[src/hdl/rcpiq_pkg.sv]
`timescale 1ns / 1ps
// ----------------------------------------------------------------------------
// RC pulse input qualifier package
// Shared transaction types, command codes, register indexes and reset values.
// ----------------------------------------------------------------------------
package rcpiq_pkg;

  typedef enum logic [1:0] {
    CMD_CAPTURE = 2'd0,
    CMD_POLL    = 2'd1,
    CMD_TICK    = 2'd2,
    CMD_UNUSED  = 2'd3
  } cmd_e;

  typedef enum logic [1:0] {
    S_IDLE,
    S_EXEC,
    S_SCAN,
    S_EMIT
  } state_e;

  localparam logic KIND_SPEED = 1'b0;
  localparam logic KIND_IDLE  = 1'b1;

  localparam int unsigned CfgIdxW  = 3;
  localparam int unsigned CfgDataW = 16;

  localparam logic [CfgIdxW-1:0] CFG_MIN_WIDTH      = 3'd0;
  localparam logic [CfgIdxW-1:0] CFG_OVERFLOW_LIMIT = 3'd1;
  localparam logic [CfgIdxW-1:0] CFG_GOOD_NEEDED    = 3'd2;
  localparam logic [CfgIdxW-1:0] CFG_IDLE_LIMIT     = 3'd3;
  localparam logic [CfgIdxW-1:0] CFG_CENTER_OFFSET  = 3'd4;

  localparam logic [15:0] MinWidthRst      = 16'd4000;
  localparam logic [15:0] OverflowLimitRst = 16'd25000;
  localparam logic [3:0]  GoodNeededRst    = 4'd10;
  localparam logic [7:0]  IdleLimitRst     = 8'd8;
  localparam logic [15:0] CenterOffsetRst  = 16'd15000;

  typedef struct packed {
    cmd_e        cmd;
    logic        channel;
    logic [15:0] pulse_width;
    logic        pin_high;
    logic [15:0] counter_value;
  } in_t;

  typedef struct packed {
    logic               kind;
    logic               out_channel;
    logic signed [15:0] speed;
    logic               last;
  } out_t;

  typedef struct packed {
    logic load_item;
    logic exec_en;
    logic scan_en;
    logic emit_idle;
    logic idx_clr;
    logic idx_inc;
  } dp_cmd_t;

  typedef struct packed {
    cmd_e item_cmd;
    logic speed_emit;
    logic out_free;
    logic idx_last;
    logic mask_empty;
    logic mask_hit;
  } dp_sts_t;

endpackage

[src/hdl/rcpiq_ctrl.sv]
`timescale 1ns / 1ps
// ----------------------------------------------------------------------------
// RC pulse input qualifier controller
// Sequences one transaction at a time: execute, or scan then emit for ticks.
// ----------------------------------------------------------------------------
module rcpiq_ctrl (
  input  logic              clk_i,
  input  logic              rst_ni,
  input  logic              in_valid_i,
  output logic              in_ready_o,
  input  rcpiq_pkg::dp_sts_t sts_i,
  output rcpiq_pkg::dp_cmd_t cmd_o
);
  import rcpiq_pkg::*;

  state_e state_q, state_d;

  always_ff @(posedge clk_i or negedge rst_ni) begin
    if (!rst_ni) begin
      state_q <= S_IDLE;
    end else begin
      state_q <= state_d;
    end
  end

  always_comb begin
    state_d = state_q;
    unique case (state_q)
      S_IDLE: begin
        if (in_valid_i) begin
          state_d = S_EXEC;
        end
      end
      S_EXEC: begin
        unique case (sts_i.item_cmd)
          CMD_TICK:   state_d = S_SCAN;
          CMD_UNUSED: state_d = S_IDLE;
          default: begin
            if (!sts_i.speed_emit || sts_i.out_free) begin
              state_d = S_IDLE;
            end
          end
        endcase
      end
      S_SCAN: begin
        if (sts_i.idx_last) begin
          state_d = S_EMIT;
        end
      end
      S_EMIT: begin
        if (sts_i.mask_empty) begin
          state_d = S_IDLE;
        end
      end
      default: state_d = S_IDLE;
    endcase
  end

  always_comb begin
    cmd_o      = '0;
    in_ready_o = 1'b0;
    unique case (state_q)
      S_IDLE: begin
        in_ready_o      = 1'b1;
        cmd_o.load_item = in_valid_i;
        cmd_o.idx_clr   = 1'b1;
      end
      S_EXEC: begin
        if (sts_i.item_cmd == CMD_CAPTURE || sts_i.item_cmd == CMD_POLL) begin
          cmd_o.exec_en = !sts_i.speed_emit || sts_i.out_free;
        end
      end
      S_SCAN: begin
        cmd_o.scan_en = 1'b1;
        cmd_o.idx_clr = sts_i.idx_last;
        cmd_o.idx_inc = !sts_i.idx_last;
      end
      S_EMIT: begin
        if (!sts_i.mask_empty) begin
          if (sts_i.mask_hit) begin
            cmd_o.emit_idle = sts_i.out_free;
            cmd_o.idx_inc   = sts_i.out_free;
          end else begin
            cmd_o.idx_inc = 1'b1;
          end
        end
      end
      default: ;
    endcase
  end

  a_ready_only_idle: assert property (@(posedge clk_i) disable iff (!rst_ni)
    in_ready_o |-> !(cmd_o.scan_en || cmd_o.exec_en || cmd_o.emit_idle))
    else $error("ready raised while a transaction is in work");

  a_scan_to_emit: assert property (@(posedge clk_i) disable iff (!rst_ni)
    (state_q == S_SCAN && sts_i.idx_last) |=> state_q == S_EMIT)
    else $error("scan end did not move to emit");

  a_exec_one_cycle: assert property (@(posedge clk_i) disable iff (!rst_ni)
    cmd_o.exec_en |=> state_q == S_IDLE)
    else $error("execute did not return to idle");

endmodule

[src/hdl/rcpiq_dp.sv]
`timescale 1ns / 1ps
// ----------------------------------------------------------------------------
// RC pulse input qualifier datapath
// Holds configuration, per-channel state, the item register and result register.
// ----------------------------------------------------------------------------
module rcpiq_dp #(
  parameter int unsigned CHANNELS = 2
) (
  input  logic                             clk_i,
  input  logic                             rst_ni,
  input  logic                             cfg_we_i,
  input  logic [rcpiq_pkg::CfgIdxW-1:0]    cfg_idx_i,
  input  logic [rcpiq_pkg::CfgDataW-1:0]   cfg_data_i,
  input  rcpiq_pkg::in_t                   in_data_i,
  output logic                             out_valid_o,
  input  logic                             out_ready_i,
  output rcpiq_pkg::out_t                  out_data_o,
  input  rcpiq_pkg::dp_cmd_t               cmd_i,
  output rcpiq_pkg::dp_sts_t               sts_o
);
  import rcpiq_pkg::*;

  localparam int unsigned IdxW  = (CHANNELS > 1) ? $clog2(CHANNELS) : 1;
  localparam int unsigned Depth = 2 ** IdxW;
  localparam logic [IdxW-1:0] IdxLast = IdxW'(CHANNELS - 1);

  logic [15:0] min_width_q, overflow_limit_q, center_offset_q;
  logic [3:0]  good_needed_q;
  logic [7:0]  idle_limit_q;

  in_t             item_q;
  logic [IdxW-1:0] idx_q, idx_d;
  logic [Depth-1:0] mask_q, mask_d;
  logic [Depth-1:0] ovf_q, ovf_d;
  logic [3:0]  good_q [Depth];
  logic [3:0]  good_d [Depth];
  logic [7:0]  idle_q [Depth];
  logic [7:0]  idle_d [Depth];
  logic        out_valid_q, out_valid_d;
  out_t        out_q, out_d;

  logic [IdxW-1:0] addr;
  logic        chan_ok;
  logic        reject;
  logic        need_more;
  logic [7:0]  idle_inc;
  logic        idle_hit;
  logic        out_free;
  logic        load_speed;
  logic [Depth-1:0] mask_rest;

  always_ff @(posedge clk_i or negedge rst_ni) begin
    if (!rst_ni) begin
      min_width_q      <= MinWidthRst;
      overflow_limit_q <= OverflowLimitRst;
      good_needed_q    <= GoodNeededRst;
      idle_limit_q     <= IdleLimitRst;
      center_offset_q  <= CenterOffsetRst;
    end else if (cfg_we_i) begin
      unique case (cfg_idx_i)
        CFG_MIN_WIDTH:      min_width_q      <= cfg_data_i;
        CFG_OVERFLOW_LIMIT: overflow_limit_q <= cfg_data_i;
        CFG_GOOD_NEEDED:    good_needed_q    <= cfg_data_i[3:0];
        CFG_IDLE_LIMIT:     idle_limit_q     <= cfg_data_i[7:0];
        CFG_CENTER_OFFSET:  center_offset_q  <= cfg_data_i;
        default: ;
      endcase
    end
  end

  always_ff @(posedge clk_i) begin
    if (cmd_i.load_item) begin
      item_q <= in_data_i;
    end
  end

  assign addr      = (item_q.cmd == CMD_TICK) ? idx_q : IdxW'(item_q.channel);
  assign chan_ok   = {31'd0, item_q.channel} < 32'(CHANNELS);
  assign reject    = ovf_q[addr] || (item_q.pulse_width < min_width_q);
  assign need_more = good_q[addr] < good_needed_q;
  assign idle_inc  = idle_q[addr] + 8'd1;
  assign idle_hit  = idle_inc >= idle_limit_q;
  assign out_free  = !out_valid_q || out_ready_i;
  assign load_speed = cmd_i.exec_en && item_q.cmd == CMD_CAPTURE && chan_ok
                      && !reject && !need_more;
  assign mask_rest = mask_q & ~(Depth'(1) << idx_q);

  always_comb begin
    idx_d = idx_q;
    if (cmd_i.idx_clr) begin
      idx_d = '0;
    end else if (cmd_i.idx_inc) begin
      idx_d = idx_q + IdxW'(1);
    end
  end

  always_comb begin
    ovf_d  = ovf_q;
    good_d = good_q;
    idle_d = idle_q;
    mask_d = mask_q;
    if (cmd_i.load_item) begin
      mask_d = '0;
    end
    if (cmd_i.exec_en && chan_ok) begin
      if (item_q.cmd == CMD_CAPTURE) begin
        if (reject) begin
          ovf_d[addr]  = 1'b0;
          good_d[addr] = '0;
        end else if (need_more) begin
          good_d[addr] = good_q[addr] + 4'd1;
        end else begin
          idle_d[addr] = '0;
        end
      end else if (item_q.pin_high && item_q.counter_value > overflow_limit_q) begin
        ovf_d[addr] = 1'b1;
      end
    end
    if (cmd_i.scan_en) begin
      if (idle_hit) begin
        idle_d[addr] = '0;
        good_d[addr] = '0;
        mask_d[addr] = 1'b1;
      end else begin
        idle_d[addr] = idle_inc;
      end
    end
    if (cmd_i.emit_idle) begin
      mask_d = mask_rest;
    end
  end

  always_ff @(posedge clk_i or negedge rst_ni) begin
    if (!rst_ni) begin
      idx_q       <= '0;
      mask_q      <= '0;
      ovf_q       <= '0;
      out_valid_q <= 1'b0;
      for (int i = 0; i < Depth; i++) begin
        good_q[i] <= '0;
        idle_q[i] <= '0;
      end
    end else begin
      idx_q       <= idx_d;
      mask_q      <= mask_d;
      ovf_q       <= ovf_d;
      out_valid_q <= out_valid_d;
      good_q      <= good_d;
      idle_q      <= idle_d;
    end
  end

  always_comb begin
    out_d       = out_q;
    out_valid_d = out_valid_q && !out_ready_i;
    if (load_speed) begin
      out_valid_d       = 1'b1;
      out_d.kind        = KIND_SPEED;
      out_d.out_channel = item_q.channel;
      out_d.speed       = item_q.pulse_width - center_offset_q;
      out_d.last        = 1'b1;
    end else if (cmd_i.emit_idle) begin
      out_valid_d       = 1'b1;
      out_d.kind        = KIND_IDLE;
      out_d.out_channel = idx_q[0];
      out_d.speed       = '0;
      out_d.last        = (mask_rest == '0);
    end
  end

  always_ff @(posedge clk_i) begin
    out_q <= out_d;
  end

  assign out_valid_o = out_valid_q;
  assign out_data_o  = out_q;

  assign sts_o.item_cmd   = item_q.cmd;
  assign sts_o.speed_emit = item_q.cmd == CMD_CAPTURE && chan_ok && !reject && !need_more;
  assign sts_o.out_free   = out_free;
  assign sts_o.idx_last   = idx_q == IdxLast;
  assign sts_o.mask_empty = mask_q == '0;
  assign sts_o.mask_hit   = mask_q[idx_q];

  a_load_when_free: assert property (@(posedge clk_i) disable iff (!rst_ni)
    (load_speed || cmd_i.emit_idle) |-> out_free)
    else $error("result register loaded while occupied");

  a_last_empties_mask: assert property (@(posedge clk_i) disable iff (!rst_ni)
    (cmd_i.emit_idle && mask_rest == '0) |=> mask_q == '0)
    else $error("final idle result left channels pending");

  a_scan_below_limit: assert property (@(posedge clk_i) disable iff (!rst_ni)
    (cmd_i.scan_en && !cfg_we_i) |=> (idle_q[$past(addr)] < idle_limit_q
                                      || idle_q[$past(addr)] == '0))
    else $error("idle count left at or above limit after scan");

endmodule

[src/hdl/rc_pulse_input_qualifier.sv]
`timescale 1ns / 1ps
// Capture and poll pass through accept, then execute; a speed shows on
// the output register the cycle after execute. Tick passes through accept,
// execute, a scan of all channels, then emit, one report per timed-out channel.
// One transaction in work at a time; a held result stalls a speed-making
// execute and an idle report until the output frees. Reset is asynchronous,
// active low; it clears all channel state and loads register reset values.
// ----------------------------------------------------------------------------
// RC pulse input qualifier
// Per-channel pulse width qualification with overflow, warm-up and idle timeout.
// ----------------------------------------------------------------------------
module rc_pulse_input_qualifier #(
  parameter int unsigned CHANNELS = 2
) (
  input  logic                           clk_i,
  input  logic                           rst_ni,
  input  logic                           cfg_we_i,
  input  logic [rcpiq_pkg::CfgIdxW-1:0]  cfg_idx_i,
  input  logic [rcpiq_pkg::CfgDataW-1:0] cfg_data_i,
  input  logic                           in_valid_i,
  output logic                           in_ready_o,
  input  rcpiq_pkg::in_t                 in_data_i,
  output logic                           out_valid_o,
  input  logic                           out_ready_i,
  output rcpiq_pkg::out_t                out_data_o
);
  import rcpiq_pkg::*;

  dp_cmd_t dp_cmd;
  dp_sts_t dp_sts;

  rcpiq_ctrl u_ctrl (
    .clk_i      (clk_i),
    .rst_ni     (rst_ni),
    .in_valid_i (in_valid_i),
    .in_ready_o (in_ready_o),
    .sts_i      (dp_sts),
    .cmd_o      (dp_cmd)
  );

  rcpiq_dp #(
    .CHANNELS (CHANNELS)
  ) u_dp (
    .clk_i       (clk_i),
    .rst_ni      (rst_ni),
    .cfg_we_i    (cfg_we_i),
    .cfg_idx_i   (cfg_idx_i),
    .cfg_data_i  (cfg_data_i),
    .in_data_i   (in_data_i),
    .out_valid_o (out_valid_o),
    .out_ready_i (out_ready_i),
    .out_data_o  (out_data_o),
    .cmd_i       (dp_cmd),
    .sts_o       (dp_sts)
  );

endmodule

[config.mk]
export PLATFORM = sky130hd
export DESIGN_NAME = rc_pulse_input_qualifier
export DESIGN_NICKNAME = d
export VERILOG_FILES = /design/src/hdl/rcpiq_pkg.sv /design/src/hdl/rcpiq_ctrl.sv /design/src/hdl/rcpiq_dp.sv /design/src/hdl/rc_pulse_input_qualifier.sv
export SDC_FILE = /design/constraint.sdc
export NUM_CORES = 1
export LEC_CHECK = 0
export BUFFER_PORTS_ARGS = -buffer_cell sky130_fd_sc_hd__buf_4
export CORE_MARGIN = 3
export CORE_UTILIZATION = 45
export DETAILED_ROUTE_END_ITERATION = 8
export GPL_ROUTABILITY_DRIVEN = 0
export SLEW_MARGIN = 0
export SYNTH_ARGS = -nofsm -noshare
export SYNTH_HDL_FRONTEND = slang
export SYNTH_SLANG_ARGS = --single-unit
[constraint.sdc]
create_clock -name clk_i -period 6.6 [get_ports clk_i]
set_input_delay 0.99 -clock clk_i [delete_from_list [all_inputs] [get_ports clk_i]]
set_output_delay 0.99 -clock clk_i [all_outputs]
set_load 0.02 [all_outputs]
; ---- After elaboration in Yosys (flattened, before gate mapping)
; Index checks and enable logic that the tools add are counted.
[classes]
add_sub_neg = 4
magnitude_cmp = 9
eq_ne = 15
n_shift = 1
n_mux = 62
n_bitwise = 13
reduce_logical = 34
[op_table]
columns = op, count
row1 = 2-to-1 mux 16 bit, 6
row2 = 2-to-1 mux 8 bit, 10
row3 = 2-to-1 mux 18 bit, 2
row4 = bitwise AND 16 bit, 2
row5 = 2-to-1 mux 2 bit, 11
row6 = 2-to-1 mux 1 bit, 20
row7 = bitwise AND 8 bit, 2
row8 = bitwise mux 16 bit, 1
row9 = greater-than comparator 16 bit, 1
row10 = < comparator 16 bit, 1
row11 = 2-to-1 mux 4 bit, 4
row12 = NOT 16 bit, 1
row13 = subtractor 16 bit, 1
row14 = AND reduction 2 bit, 5
row15 = logical AND 1 bit, 9
row16 = "adder 8 x 1 -> 8 bit, second input constant", 1
row17 = bitwise mux 8 bit, 1
row18 = demux 8 bit (select 1 bit), 1
row19 = "equality test 2 bit, second input constant", 4
row20 = greater-or-equal comparator 8 bit, 1
row21 = zero test 2 bit, 4
row22 = NOT 8 bit, 1
row23 = one-hot mux 2 bit (4 select lines), 1
row24 = "equality test 3 x 2 -> 1 bit, second input constant", 2
row25 = other kinds (28), 46
[word_totals]
register_bits = 147
input_bits = 60
out_inout_bits = 21
elab_cells = 161

; ---- Logic depth before layout (Yosys ltp)
[logic_depth]
word_depth = 17
mapped_depth = 18
mapped_depth_nobuf = 16

; ---- By module
; A second synthesis with hierarchy kept.
[hier_totals]
hier_cells = 766
hier_area_um2 = 7820.0
[modules_own_cells]
columns = module, n_inst, cells_each, area_per_inst_um2, seq_area_each_um2
row1 = rcpiq_dp, 1, 739, 7626.1, 3911.3
row2 = rcpiq_ctrl, 1, 27, 193.9, 50.0

; ---- Worst setup path after synthesis
; Ideal clock, no wire load.
[synth_timing]
path_type = reg-to-reg
startpoint = reg u_dp.item_q, in the netlist u_dp.sts_o[5]
endpoint = reg u_dp.idle_q[8] (netlist bit)
setup_ns = 0.065
t_arrival_ns = 3.399
required_ns = 6.535
setup_slack_ns = 3.137
stages_incl_launch_ff = 17
n_path_buf = 1
synth_period_minus_slack_ns = 3.463
path_cell_list = edfxtp_1 -> nor2b_4 -> mux2_4 -> buf_6 -> mux2i_1 -> nor3_2 -> a21boi_4 -> nand2_1 -> xnor2_1 -> inv_1 -> ha_1 -> a2111oi_0 -> o21ai_0 -> o21ai_0 -> nor2b_1 -> and2_1 -> mux2_2
[synth_rtl]
columns = item, line_no
row1 = start: declaration, rcpiq_dp.sv:31  ; in_t item_q;
row2 = start signal: assignment, rcpiq_dp.sv:73  ; item_q <= in_data_i;
row3 = end signal: assignment, rcpiq_dp.sv:149  ; idle_q <= idle_d;
row4 = end: declaration, rcpiq_dp.sv:37  ; logic [7:0] idle_q [Depth];

==> results.py <==
metrics = {
    "sta": {
        "finalSetupTns_ns": 0,
        "period_minus_slack_ns": 4.17,
        "final_max_slew_viol_count": 0,
        "slew_headroom_pct": 23.2,
        "rsz0062_at_grt": "no",
        "finalHoldViolations": 0,
        "worstMarginPinSlew_ns": 1.15,
        "layout_setup_ws_ns": 2.43,
        "fin_skew_ns": 0.00866,
        "setup_viol": 0,
        "max_freq_mhz": 240,
        "layout_worst_path_cycle_share_pct": 63.2,
    },
    "placement": {
        "dp_slack_ns": 2.45,
        "placed_cell_area_um2": 8420,
        "place.port_buffers": 80,
        "dp_cells": 999,
        "dp_hpwl_um": 12300,
    },
    "synthesis": {
        "avgSynthCellArea_um2": 10.5,
        "yosysMostFrequentCell": "nand2_1",
        "synth-main-ff-cell": "dfrtp_1",
        "synth.area.top_cells": "dfrtp_1 (23%), edfxtp_1 (21%), ha_1 (9.7%)",
        "yosysUniqueCellTypes": 60,
        "synthCells": 720,
        "synth_largest_area_cell": "dfrtp_1",
        "synth-edff-count": 53,
        "ys_seq_area_share_pct": 52.2,
        "syn_nets": 840,
        "synth_commonest_cells": "nand2_1 (96), dfrtp_1 (70), o21ai_0 (70), inv_1 (67), ha_1 (59)",
        "syn-cell-area_um2": 7590,
        "synth.top_cell.area_share_pct": 23.1,
        "async_flop_share_pct": 62.6,
        "ys_seq_elements": 147,
        "yosys_warnings": 0,
    },
    "worst_hold_path": {
        "hp-class": "in -> async",
    },
    "floorplanning": {
        "core-area_um2": 16200,
        "start_util_pct": 46.9,
        "num_rows": 46,
        "io_pins": 81,
        "die_h_um": 136,
        "die-area_um2": 18500,
        "die_w_um": 136,
    },
    "global_routing": {
        "antenna_found_initial": 0,
        "grt_pass1_vias": 5581,
        "grt_max_degree": 69,
        "grt_overflow": 0,
        "grt_pass1_wl_um": 27800,
        "gr-usage-all-layers_pct": 19.2,
    },
    "setup_path": {
        "cp.required_ns": 6.95,
        "critPathLaunchType": "flip-flop",
        "cp.arrival_ns": 4.53,
        "crit_fanout": 28,
        "path_class": "reg -> reg",
        "r2r_slack_ns": 2.43,
        "worstSetupEndpointType": "flip-flop",
        "rr_worst_depth": 15,
        "r2r-start": "u_dp.sts_o[5]",
        "r2r-end": "u_dp.idle_q[8]",
    },
    "finish": {
        "fill_cells": 1408,
        "drive_gt1_share_pct": 20.7,
        "final_area_um2": 9030,
        "antenna_cells": 0,
        "final_net_count": 922,
        "final_cell_count_no_fill": 1031,
        "area_growth_pct": 19.0,
        "fin_util_pct": 55.8,
    },
    "route": {
        "drt_pass1_iterations": 5,
        "route.detailed.drc": 0,
        "vias_per_cell": 5.35,
        "ant_nets": 0,
        "avgRoutedWirePerCell_um": 16.2,
        "wl_um": 16700,
        "vias": 5513,
        "drtIter0Drc": 425,
    },
    "cts": {
        "cts_setup_buffers": 0,
        "holdBufCountCts": 0,
        "cts-resized-gates": 0,
        "cts_buffer_depth": 2,
        "cts_buffers": 17,
        "clkTransAtPathRegs_ns": 0.06,
        "cts_num_sinks": 147,
        "clk-insertion-delay-late_ns": 0.42,
        "cts.root.buffer_cell": "clkbuf_16",
        "h-tree-depth": 4,
        "cts_tree": "yes",
    },
    "pwr": {
        "power_frac_comb_pct": 32.3,
        "powerDensity_nw_per_um2": 383,
        "switchingPower_w": 0.00118,
        "p_int_w": 0.00228,
        "power_frac_seq_pct": 38.9,
        "power_frac_clock_pct": 28.8,
        "p_sw_share_pct": 34.0,
        "p_leak_nw": 3.96,
        "peakVddDrop_mv": 0.252,
    },
    "job": {
        "drv_cap": 0,
    },
    "run_status": {
        "status": "completed",
    },
}
-- kinds of logic (layout without fill, tap and decap cells) --
group / count (synthesis) / after routing / share of synthesized area (%)
AO/OA/AOI/OAI: 161 / 161 / 13.6
XOR/XNOR: 21 / 21 / 2.52
adder cells (fa/ha/maj): 60 / 60 / 10.0
buffers and inverters: 89 / 184 / 4.54
flip-flops: 147 / 147 / 52.2
multiplexers: 26 / 26 / 3.91
AND/OR/NAND/NOR: 216 / 216 / 13.2
-- how the worst max path moves through the flow --
stage                       start         endpoint  cells past startpoint
floorplan           u_dp.sts_o[5]   u_dp.idle_q[8]                     16
global placement    u_dp.sts_o[5]   u_dp.idle_q[0]                     15
detailed placement  u_dp.sts_o[5]  u_dp.idle_q[12]                     15
CTS                 u_dp.sts_o[5]   u_dp.idle_q[8]                     15
global route        u_dp.sts_o[5]  u_dp.idle_q[10]                     15
finish              u_dp.sts_o[5]   u_dp.idle_q[8]                     15
-- power by group through the flow --
stage	combinational, W	clock [W]	sequential [W]
3_5_place_dp	0.00112	0	0.00136
2_1_floorplan	0.000835	0	0.00132
4_1_cts	0.00113	0.00101	0.00134
6_report	0.00112	0.000996	0.00134
3_3_place_gp	0.00108	0	0.00136
5_1_grt	0.00128	0.00106	0.00137
-- layer usage --
metal  part of all wire (%)  vias up  track usage, %  wire [µm]
met4                    1.9        0            6.05        323
met2                     51      128            32.9       8500
met1                     43     2664            24.1       7270
met5                      0        -               0          0
li1                       -     2697               -          -
met3                    3.8       24            4.74        639
-- layout make-up --
type / instances / area (µm²) / area share, %
sequential: 147 / 3960 / 43.9
multi-input combinational: 484 / 3300 / 36.5
timing repair buffer: 85 / 638 / 7.07
clock buffer: 23 / 498 / 5.51
tap: 216 / 270 / 2.99
inverter: 67 / 251 / 2.78
clock inverter: 9 / 114 / 1.26
-- worst max-delay path, stage by stage, from the launching register on --
cell	delay (ns)
edfxtp_1	0.47
nor2b_4	0.21
mux2_4	0.46
mux2i_1	0.19
nor3_2	0.25
a21boi_4	0.24
nand2_1	0.09
xnor2_1	0.26
inv_1	0.08
ha_1	0.21
a2111oi_0	0.47
o21ai_0	0.16
o21ai_0	0.13
nor2b_1	0.39
and2_1	0.30
mux2_2	0.19
-- layout by cell type, fill, tap and decap left out, types with 3 or more instances in the layout --
master and n:
ha_1 59, dfstp_2 22, clkbuf_16 17, nand2_1 96, nand3_1 21, dfrtp_1 70, mux2_2 15, xor2_1 10
o2bb2ai_1 5, inv_6 3, a211oi_1 4, o211ai_1 6, a21o_1 6, nor3_1 6, and2_1 3, clkbuf_8 5
mux2i_1 9, inv_1 67, nand2b_1 11, nor2b_1 9, a22o_1 8, a41oi_1 4, a31oi_1 6, xnor2_1 10
or3_1 6, nor2_1 39, a2111oi_0 3, o21a_1 6, buf_4 85, o21ai_0 70, and3_1 5, edfxtp_1 53
nand4_1 6, a21oi_1 24
-- registers in the layout (all words and copies together) (netlist names), named ones only --
name                   flops
u_ctrl.state_q             1
u_dp.center_offset_q      16
u_dp.good_needed_q         4
u_dp.good_q                8
u_dp.idle_limit_q          8
u_dp.idle_q               16
u_dp.idx_q                 1
u_dp.item_q               34
u_dp.mask_q                2
u_dp.min_width_q          16
u_dp.out_data_o           19
u_dp.out_valid_o           1
u_dp.overflow_limit_q     16
u_dp.sts_o                 2
-- stage by stage --
| step | total power [W] | hold WS [ns] |
|---|---|---|
| finish | 0.00346 | 0.469 |
| detailed placement | 0.00248 | 0.459 |
| CTS | 0.00349 | 0.468 |
| global route | 0.00371 | 0.476 |
| global placement | 0.00244 | 0.457 |
| floorplan | 0.00216 | 0.455 |
Power figures use the tool's default switching activity.
